$ cat config.mk
export PLATFORM = sky130hd
export DESIGN_NAME = radar_report_line_parser_top
export DESIGN_NICKNAME = d
export VERILOG_FILES = /design/src/rtl/rrlp_pkg.sv /design/src/rtl/rrlp_in_stage.sv /design/src/rtl/rrlp_core.sv /design/src/rtl/rrlp_out_stage.sv /design/src/rtl/radar_report_line_parser_top.sv
export SDC_FILE = /design/constraint.sdc
export NUM_CORES = 1
export LEC_CHECK = 0
export BUFFER_PORTS_ARGS = -buffer_cell sky130_fd_sc_hd__buf_2
export CORE_ASPECT_RATIO = 0.6
export CORE_UTILIZATION = 55
export DETAILED_ROUTE_END_ITERATION = 6
export GPL_TIMING_DRIVEN = 0
export HOLD_SLACK_MARGIN = 0.02
export PLACE_DENSITY_LB_ADDON = 0.05
export SLEW_MARGIN = 10
export SYNTH_ARGS = -nofsm -noshare
export SYNTH_HDL_FRONTEND = slang
export SYNTH_SLANG_ARGS = --single-unit
$ cat constraint.sdc
create_clock -name clk -period 4.2 [get_ports clk]
set_input_delay 0.63 -clock clk [delete_from_list [all_inputs] [get_ports clk]]
set_output_delay 0.63 -clock clk [all_outputs]
set_load 0.02 [all_outputs]
$ cat src/rtl/rrlp_pkg.sv
// ----------------------------------------------------------------------------
// rrlp_pkg: shared types and constants for the radar report line parser
// Character codes, the report prefixes, the parse phase type and the request
// and report structures passed between the pipeline stages.
// ----------------------------------------------------------------------------
package rrlp_pkg;

  // Default kept-line length
  localparam int LINE_LIMIT_DEF = 30;

  // Length of the "mov, " / "occ, " prefix
  localparam int PREFIX_LEN = 5;

  // Character codes
  localparam logic [7:0] CH_CR    = 8'h0D;
  localparam logic [7:0] CH_LF    = 8'h0A;
  localparam logic [7:0] CH_SPACE = 8'h20;
  localparam logic [7:0] CH_TAB   = 8'h09;
  localparam logic [7:0] CH_VT    = 8'h0B;
  localparam logic [7:0] CH_FF    = 8'h0C;
  localparam logic [7:0] CH_PLUS  = 8'h2B;
  localparam logic [7:0] CH_MINUS = 8'h2D;
  localparam logic [7:0] CH_ZERO  = 8'h30;
  localparam logic [7:0] CH_NINE  = 8'h39;

  // Magnitude cap and saturated positive value
  localparam logic [31:0] MAG_CAP   = 32'h8000_0000;
  localparam logic [31:0] VALUE_MAX = 32'h7FFF_FFFF;

  // Report kinds
  localparam logic KIND_MOV = 1'b0;
  localparam logic KIND_OCC = 1'b1;

  typedef enum logic [2:0] {
    PH_PREFIX = 3'd0,
    PH_SEEK   = 3'd1,
    PH_BLANK  = 3'd2,
    PH_DIGITS = 3'd3,
    PH_DONE   = 3'd4
  } phase_t;

  // One received character waiting in the input register
  typedef struct packed {
    logic       valid;
    logic [7:0] rx_byte;
  } rrlp_req_t;

  // One finished report
  typedef struct packed {
    logic               valid;
    logic               reading_kind;
    logic signed [31:0] reading_value;
  } rrlp_rep_t;

  // Expected character of "mov, " at a prefix index
  function automatic logic [7:0] mov_char(input logic [2:0] idx);
    logic [7:0] ch;
    case (idx)
      3'd0:    ch = 8'h6D;
      3'd1:    ch = 8'h6F;
      3'd2:    ch = 8'h76;
      3'd3:    ch = 8'h2C;
      default: ch = CH_SPACE;
    endcase
    return ch;
  endfunction

  // Expected character of "occ, " at a prefix index
  function automatic logic [7:0] occ_char(input logic [2:0] idx);
    logic [7:0] ch;
    case (idx)
      3'd0:    ch = 8'h6F;
      3'd1:    ch = 8'h63;
      3'd2:    ch = 8'h63;
      3'd3:    ch = 8'h2C;
      default: ch = CH_SPACE;
    endcase
    return ch;
  endfunction

endpackage

$ cat src/rtl/rrlp_in_stage.sv
// ----------------------------------------------------------------------------
// rrlp_in_stage: input register
// Captures one received character from the stream and holds it until the
// parse core consumes it.
// ----------------------------------------------------------------------------
module rrlp_in_stage (
  input  logic               clk,
  input  logic               rst_n,
  input  logic               in_tvalid,
  output logic               in_tready,
  input  logic [7:0]         in_tdata,
  input  logic               consumed,
  output rrlp_pkg::rrlp_req_t req
);
  import rrlp_pkg::*;

  logic       valid_r;
  logic       valid_nxt;
  logic [7:0] byte_r;

  // Take a new request when the register is empty or being drained
  assign in_tready = !valid_r || consumed;

  always_comb begin
    valid_nxt = valid_r;
    if (in_tvalid && in_tready) begin
      valid_nxt = 1'b1;
    end else if (consumed) begin
      valid_nxt = 1'b0;
    end
  end

  always_ff @(posedge clk) begin
    if (!rst_n) begin
      valid_r <= 1'b0;
    end else begin
      valid_r <= valid_nxt;
    end
  end

  // Hold the character payload
  always_ff @(posedge clk) begin
    if (in_tvalid && in_tready) begin
      byte_r <= in_tdata;
    end
  end

  assign req.valid   = valid_r;
  assign req.rx_byte = byte_r;

endmodule

$ cat src/rtl/rrlp_core.sv
// ----------------------------------------------------------------------------
// rrlp_core: line parse state
// Updates the line state with one character per cycle while no line end is
// stalled: prefix match, search for the space, blank skip, sign and
// saturating decimal accumulate, and the report decision at the end of a line.
// ----------------------------------------------------------------------------
module rrlp_core #(
  parameter int LINE_LIMIT = rrlp_pkg::LINE_LIMIT_DEF
) (
  input  logic                clk,
  input  logic                rst_n,
  input  rrlp_pkg::rrlp_req_t req,
  input  logic                out_free,
  output logic                consumed,
  output rrlp_pkg::rrlp_rep_t rep
);
  import rrlp_pkg::*;

  localparam int PosW = $clog2(LINE_LIMIT + 1);
  localparam logic [PosW-1:0] PosLimit  = PosW'(LINE_LIMIT);
  localparam logic [PosW-1:0] PosPrefix = PosW'(PREFIX_LEN);
  localparam logic [PosW-1:0] PosLast   = PosW'(PREFIX_LEN - 1);

  logic [PosW-1:0] pos_r,   pos_nxt;
  logic [1:0]      flags_r, flags_nxt;
  phase_t          phase_r, phase_nxt;
  logic [31:0]     acc_r,   acc_nxt;
  logic            neg_r,   neg_nxt;
  logic            space_r, space_nxt;

  logic [7:0]  ch;
  logic        is_cr;
  logic        keep;
  logic        in_prefix;
  logic        is_digit;
  logic        is_blank;
  logic        is_sign;
  logic        step;
  logic        report_hit;
  logic [35:0] acc_ext;
  logic [35:0] mul_sum;
  logic [31:0] acc_add;

  // Classify the current character
  assign ch        = req.rx_byte;
  assign is_cr     = (ch == CH_CR);
  assign keep      = (ch != CH_LF) && (pos_r < PosLimit);
  assign in_prefix = (pos_r < PosPrefix);
  assign is_digit  = (ch >= CH_ZERO) && (ch <= CH_NINE);
  assign is_blank  = (ch == CH_SPACE) || (ch == CH_TAB) || (ch == CH_VT) || (ch == CH_FF);
  assign is_sign   = (ch == CH_PLUS) || (ch == CH_MINUS);

  // Report when a matching line with a space ends
  assign report_hit = req.valid && !is_cr && !keep && (pos_r >= PosPrefix)
                      && (flags_r != 2'b00) && space_r;

  // Stall only a line end whose report cannot be stored yet
  assign consumed = req.valid && (out_free || !report_hit);
  assign step     = consumed && !is_cr;

  // Multiply by ten and add the digit, saturating at the magnitude cap
  assign acc_ext = {4'b0000, acc_r};
  assign mul_sum = (acc_ext << 3) + (acc_ext << 1) + {32'd0, ch[3:0]};
  assign acc_add = (mul_sum > {4'b0000, MAG_CAP}) ? MAG_CAP : mul_sum[31:0];

  // Next parse phase
  always_comb begin
    phase_nxt = phase_r;
    if (step) begin
      if (!keep) begin
        phase_nxt = PH_PREFIX;
      end else if (in_prefix) begin
        if (pos_r == PosLast) begin
          phase_nxt = PH_SEEK;
        end
      end else begin
        unique case (phase_r)
          PH_SEEK: begin
            if (ch == CH_SPACE) begin
              phase_nxt = PH_BLANK;
            end
          end
          PH_BLANK: begin
            if (is_blank) begin
              phase_nxt = PH_BLANK;
            end else if (is_sign || is_digit) begin
              phase_nxt = PH_DIGITS;
            end else begin
              phase_nxt = PH_DONE;
            end
          end
          PH_DIGITS: begin
            if (!is_digit) begin
              phase_nxt = PH_DONE;
            end
          end
          default: begin
            phase_nxt = phase_r;
          end
        endcase
      end
    end
  end

  // Line datapath updates
  always_comb begin
    pos_nxt   = pos_r;
    flags_nxt = flags_r;
    acc_nxt   = acc_r;
    neg_nxt   = neg_r;
    space_nxt = space_r;
    if (step) begin
      if (!keep) begin
        pos_nxt   = '0;
        flags_nxt = 2'b11;
        acc_nxt   = '0;
        neg_nxt   = 1'b0;
        space_nxt = 1'b0;
      end else begin
        pos_nxt = pos_r + 1'b1;
        if (in_prefix) begin
          if (ch != mov_char(pos_r[2:0])) begin
            flags_nxt[0] = 1'b0;
          end
          if (ch != occ_char(pos_r[2:0])) begin
            flags_nxt[1] = 1'b0;
          end
        end else begin
          case (phase_r)
            PH_SEEK: begin
              if (ch == CH_SPACE) begin
                space_nxt = 1'b1;
              end
            end
            PH_BLANK: begin
              if (!is_blank) begin
                if (is_sign) begin
                  neg_nxt = (ch == CH_MINUS);
                end else if (is_digit) begin
                  acc_nxt = acc_add;
                end
              end
            end
            PH_DIGITS: begin
              if (is_digit) begin
                acc_nxt = acc_add;
              end
            end
            default: begin
              acc_nxt = acc_r;
            end
          endcase
        end
      end
    end
  end

  always_ff @(posedge clk) begin
    if (!rst_n) begin
      pos_r   <= '0;
      flags_r <= 2'b11;
      phase_r <= PH_PREFIX;
      acc_r   <= '0;
      neg_r   <= 1'b0;
      space_r <= 1'b0;
    end else begin
      pos_r   <= pos_nxt;
      flags_r <= flags_nxt;
      phase_r <= phase_nxt;
      acc_r   <= acc_nxt;
      neg_r   <= neg_nxt;
      space_r <= space_nxt;
    end
  end

  // Form the report: apply the sign, or saturate the positive magnitude
  always_comb begin
    rep.valid        = report_hit && consumed;
    rep.reading_kind = flags_r[0] ? KIND_MOV : KIND_OCC;
    if (neg_r) begin
      rep.reading_value = 32'd0 - acc_r;
    end else if (acc_r[31]) begin
      rep.reading_value = VALUE_MAX;
    end else begin
      rep.reading_value = acc_r;
    end
  end

  // A report comes only from a newline or a byte on a full line
  a_report_at_end: assert property (@(posedge clk) disable iff (!rst_n)
    rep.valid |-> ((req.rx_byte == CH_LF) || (pos_r == PosLimit)))
    else $error("report raised without a line end");

  // A line end clears the line state
  a_line_cleared: assert property (@(posedge clk) disable iff (!rst_n)
    (step && !keep) |=> ((pos_r == '0) && (phase_r == PH_PREFIX) && (flags_r == 2'b11)))
    else $error("line state not cleared after line end");

  // The kept count never passes the line limit
  a_pos_bound: assert property (@(posedge clk) disable iff (!rst_n)
    pos_r <= PosLimit)
    else $error("line position beyond limit");

  // The magnitude never passes its cap
  a_acc_bound: assert property (@(posedge clk) disable iff (!rst_n)
    acc_r <= MAG_CAP)
    else $error("accumulator beyond cap");

  // Parsing beyond the prefix only once the prefix has been taken in
  a_phase_pos: assert property (@(posedge clk) disable iff (!rst_n)
    (phase_r != PH_PREFIX) |-> (pos_r >= PosPrefix))
    else $error("parse phase ahead of line position");

endmodule

$ cat src/rtl/rrlp_out_stage.sv
// ----------------------------------------------------------------------------
// rrlp_out_stage: result register
// Holds one finished report on the result stream until it is taken.
// ----------------------------------------------------------------------------
module rrlp_out_stage (
  input  logic                clk,
  input  logic                rst_n,
  input  rrlp_pkg::rrlp_rep_t rep,
  output logic                out_free,
  output logic                out_tvalid,
  input  logic                out_tready,
  output logic [31:0]         out_tdata,
  output logic [0:0]          out_tuser
);
  import rrlp_pkg::*;

  logic               valid_r;
  logic               valid_nxt;
  logic               kind_r;
  logic signed [31:0] value_r;

  // Room for a new report when empty or being drained
  assign out_free = !valid_r || out_tready;

  always_comb begin
    valid_nxt = valid_r;
    if (rep.valid) begin
      valid_nxt = 1'b1;
    end else if (out_tready) begin
      valid_nxt = 1'b0;
    end
  end

  always_ff @(posedge clk) begin
    if (!rst_n) begin
      valid_r <= 1'b0;
    end else begin
      valid_r <= valid_nxt;
    end
  end

  // Load the report payload
  always_ff @(posedge clk) begin
    if (rep.valid) begin
      kind_r  <= rep.reading_kind;
      value_r <= rep.reading_value;
    end
  end

  assign out_tvalid = valid_r;
  assign out_tdata  = value_r;
  assign out_tuser  = kind_r;

endmodule

$ cat src/rtl/radar_report_line_parser_top.sv
// ----------------------------------------------------------------------------
// radar_report_line_parser_top: radar report line parser
// Parses "mov, <n>" and "occ, <n>" lines from a UART byte stream and emits
// one report per matching line.
// ----------------------------------------------------------------------------
// The block takes one received character per clock while no line-ending
// byte is held back (see below); a report shows on out_tvalid once the
// line-ending byte has been taken (the byte sits in the input register while
// the parse core forms the report, and the result register loads it).
// Carriage returns are consumed and ignored. A line ends at a newline, or
// at any byte but CR arriving once LINE_LIMIT characters are kept; that
// byte is not kept. A line starting "mov, " or "occ, " with a space at index
// 5 or later reports the integer after that space (atoi rules, saturated to
// 32-bit signed). If a report is still waiting on the result side, a
// line-ending byte that would report waits in the input register; all
// other bytes keep flowing.
// ----------------------------------------------------------------------------
module radar_report_line_parser_top #(
  parameter int LINE_LIMIT = rrlp_pkg::LINE_LIMIT_DEF
) (
  input  logic        clk,
  input  logic        rst_n,
  input  logic        in_tvalid,
  output logic        in_tready,
  input  logic [7:0]  in_tdata,   // [7:0] rx_byte
  output logic        out_tvalid,
  input  logic        out_tready,
  output logic [31:0] out_tdata,  // [31:0] reading_value (signed)
  output logic [0:0]  out_tuser   // [0] reading_kind
);
  import rrlp_pkg::*;

  rrlp_req_t req;
  rrlp_rep_t rep;
  logic      consumed;
  logic      out_free;

  rrlp_in_stage u_in_stage (
    .clk       (clk),
    .rst_n     (rst_n),
    .in_tvalid (in_tvalid),
    .in_tready (in_tready),
    .in_tdata  (in_tdata),
    .consumed  (consumed),
    .req       (req)
  );

  rrlp_core #(
    .LINE_LIMIT (LINE_LIMIT)
  ) u_core (
    .clk      (clk),
    .rst_n    (rst_n),
    .req      (req),
    .out_free (out_free),
    .consumed (consumed),
    .rep      (rep)
  );

  rrlp_out_stage u_out_stage (
    .clk        (clk),
    .rst_n      (rst_n),
    .rep        (rep),
    .out_free   (out_free),
    .out_tvalid (out_tvalid),
    .out_tready (out_tready),
    .out_tdata  (out_tdata),
    .out_tuser  (out_tuser)
  );

endmodule
==> flow_summary.yaml <==
outcome:
  status: "complete, no violations"
timing:
  slew_violations: 0
  min_period_ns: 4.06
  worst_pin_slew_ns: 0.804
  max_freq_mhz: 246
  fin_tns_setup_ns: 0
  final-setup-viol-count: 0
  fin_skew_ns: 0.00504
  final_hold_viol_count: 0
  fin_crit_sh_pct: 96.6
  fin_hold_ws_ns: 0.459
  slew-limit-headroom_pct: 46.3
  grt_setup_unrepaired: "no"
placement:
  dpl-instance-area_sq_um: 7040
  dp.final_hpwl_microns: 14300
  io_buffers: 46
  dp_cells: 945
  gp_congestion: 0.993
synthesis:
  synth_ff_type: "dfxtp_1"
  synth_edf_count: 41
  synth_cell_types: 79
  synth.ff_latch_count: 87
  avgSynthCellArea_sq_um: 8.94
  synth_area_leader_cell: "edfxtp_1"
  syn-cell-area_sq_um: 6610
  syn-instance-count: 739
  syn_nets: 823
  ys_warn_count: 0
  yosys-top-cells-area: "edfxtp_1 19%, dfxtp_1 14%, ha_1 13%"
  async_flop_share_pct: 0
  synth_top_area_share_pct: 18.6
  yosysSeqAreaShare_pct: 32.6
finish:
  multi_input_area_sq_um: 4270
  antennaDiodeCount: 0
  syn_to_final_growth_pct: 11.6
  layout.cells.non_filler: 961
  ff_latch_area_sq_um: 2150
  final_nets: 880
  final_area_sq_um: 7380
  fillers: 969
  drive_gt1_share_pct: 12.5
route:
  vias: 6174
  drt_wl_total_microns: 18500
  wire_per_inst_microns: 19.3
  postRouteAntennaNets: 0
  dr.pass1.iters: 5
  drtIter0Drc: 626
  drc: 0
  via_per_inst: 6.42
min_path:
  hold_path_depth: 1
  min_path_type: "in2reg"
grt:
  antenna_found_initial: 0
  overflow: 0
  grt_max_degree: 35
  grt_use_total_pct: 30.7
  grt_pass1_vias: 5501
  grt_pass1_wl_microns: 29300
floorplan:
  core-area_sq_um: 11500
  core.rowCount: 30
  ios: 47
  initial_core_util_pct: 57.5
  dieArea_sq_um: 12500
  die_h_microns: 86.9
  die_w_microns: 144
power_and_ir_drop:
  p_per_area_nw_per_um2: 236
  sw_frac_of_total_pct: 23.8
  max-vdd-ir-drop_mv: 0.193
  leakagePower_uw: 0.00317
  p_switching_uw: 414
  pwr-share-clk_pct: 42.8
  intPower_uw: 1330
  p_comb_share_pct: 5.4
  p_seq_share_pct: 51.8
clocking:
  h-tree-depth: 3
  root_buffer: "clkbuf_16"
  clkSlewWorstSetupHoldPaths_ns: 0.06
  clk_latency_ns: 0.34
  clock-sinks: 87
  cts_buffers: 9
  cts_hold_buf: 0
  tritoncts: "done"
  clockBufferDepth: 2
worst_setup_path:
  timing.rr.start: "u_core.acc_r[0]"
  startpoint: "u_core.acc_r[0]"
  cp_max_fo: 10
  rrSetupSlack_ns: 0.14
  setup.worst_path.end: "u_core.acc_r[29]"
  end_kind: "register"
  r2r_cells: 13
  crit_type: "reg2reg"
  start_kind: "register"
  required_ns: 4.43
  cp.arrival_ns: 4.29
  reg2reg_to: "u_core.acc_r[29]"
flow_run:
  cap_violations: 0
## sequential cells by signal, indices dropped and copies added, names as in the netlist
signal / flops
u_core.acc_r: 32
u_out_stage.out_tdata: 32
u_in_stage.byte_r: 8
u_core.pos_r: 5
u_core.phase_r: 3
u_core.flags_r: 2
u_core.neg_r: 1
u_core.space_r: 1
u_in_stage.valid_r: 1
u_out_stage.out_tuser: 1
u_out_stage.out_tvalid: 1
## worst max-delay path: stages, from the launching register on
cell	delay (ns)
dfxtp_1	0.40
inv_1	0.17
fa_1	0.59
fa_1	0.49
nor2b_1	0.19
o311ai_2	0.17
a31oi_2	0.26
o211ai_1	0.22
a2111oi_4	0.46
o31ai_1	0.14
and3_1	0.18
clkbuf_1	0.14
buf_2	0.24
a32o_1	0.29
## stage by stage
step           power [uW]  setup slack [ns]  utilization, %
6_report             1740             0.141            64.2
5_1_grt              1790            0.0153            64.2
4_1_cts              1750            0.0401            63.8
3_5_place_dp         1010            -0.340            61.3
3_3_place_gp         1010            -0.297            61.3
2_1_floorplan         982             0.660               -
## logic make-up after synthesis
kind of cell | after synthesis | synth area share, %
AO/OA/AOI/OAI | 225 | 24.1
adder cells (fa/ha/maj) | 72 | 13.9
XOR/XNOR | 42 | 5.57
buffers and inverters | 61 | 3.67
AND/OR/NAND/NOR | 249 | 19.8
flip-flops | 87 | 32.6
multiplexers | 3 | 0.454
## final cells by class
cell class                      count  share of cell area, %
Tap cell                          160                   2.71
Clock buffer                       10                   3.10
Sequential cell                    87                   29.2
Inverter                           23                   1.17
Multi-Input combinational cell    591                   57.9
Buffer                             37                   2.07
Clock inverter                      6                  0.594
Timing Repair Buffer               47                   3.22
## cells in the mapped netlist (all sizes together), types with 4 or more instances
master  instances
nor3b           5
ha             70
and4            5
nor2           65
a211oi          8
a21o           19
nand3          19
buf            10
a31oi          21
nand4          11
dfxtp          46
nor3           16
xor2           15
or3             4
and3            6
nand2b          8
o22ai           4
o211ai         11
and2            5
o31ai           5
nor4           10
a21oi          57
xnor2          27
edfxtp         41
a32o           32
o21a            6
clkbuf         28
o21ai          28
nor2b          11
nand2          63
inv            23
nand3b          5
## placed cells by master, fill, tap and decap left out, types with 4 or more instances in the layout
cell        n
buf_2      55
nand4_1    10
nor3_1     16
clkbuf_1   26
dfxtp_1    45
nand2b_1    8
a31oi_1    20
ha_1       70
inv_1      22
a32o_1     32
o21a_1      6
nor3b_1     4
a211oi_1    6
xor2_1     15
o211ai_1   11
edfxtp_1   41
and3_1      5
and4_1      4
nor2b_1    11
o21ai_0    26
nor4_1      7
a21oi_1    57
nand2_1    63
and2_1      4
nand3_1    19
clkbuf_16   9
nor2_1     65
a21o_1     19
xnor2_1    27
nand3b_1    5
o31ai_1     5
## repair_timing
action | 4_1_cts | 5_1_grt
setup buffers | 0 | 1
endpoints found under the setup margin | 31 | 30
gates resized for setup | 4 | 7
## power by group through the flow
| stage | Clock, uW | Sequential, uW | Combinational, uW |
|---|---|---|---|
| finish | 745 | 903 | 94.5 |
| global route | 786 | 903 | 104 |
| CTS | 752 | 904 | 90.2 |
| detailed placement | 0 | 921 | 91.5 |
| global placement | 0 | 920 | 86.6 |
| floorplan | 0 | 917 | 65.0 |
## metal layers
| layer | track usage [%] | wire length (microns) | vias up |
|---|---|---|---|
| met4 | 5.90 | 210 | 0 |
| met5 | 0 | 0 | - |
| met3 | 5.28 | 1530 | 22 |
| met1 | 49.1 | 9600 | 2946 |
| met2 | 42.1 | 7180 | 273 |
| li1 | - | - | 2933 |
## worst min-delay path by stage
| stage | start | to | slack [ns] |
|---|---|---|---|
| after floorplan | u_core.flags_r[1] | u_core.flags_r[1] | 0.43 |
| after global placement | u_core.flags_r[1] | u_core.flags_r[1] | 0.45 |
| after detailed placement | u_core.flags_r[1] | u_core.flags_r[1] | 0.45 |
| after CTS | in_tdata[6] | u_in_stage.byte_r[6] | 0.46 |
| after global routing | in_tdata[3] | u_in_stage.byte_r[3] | 0.45 |
| final | in_tdata[6] | u_in_stage.byte_r[6] | 0.46 |
Note: power is estimated with default switching activity, not from simulation.
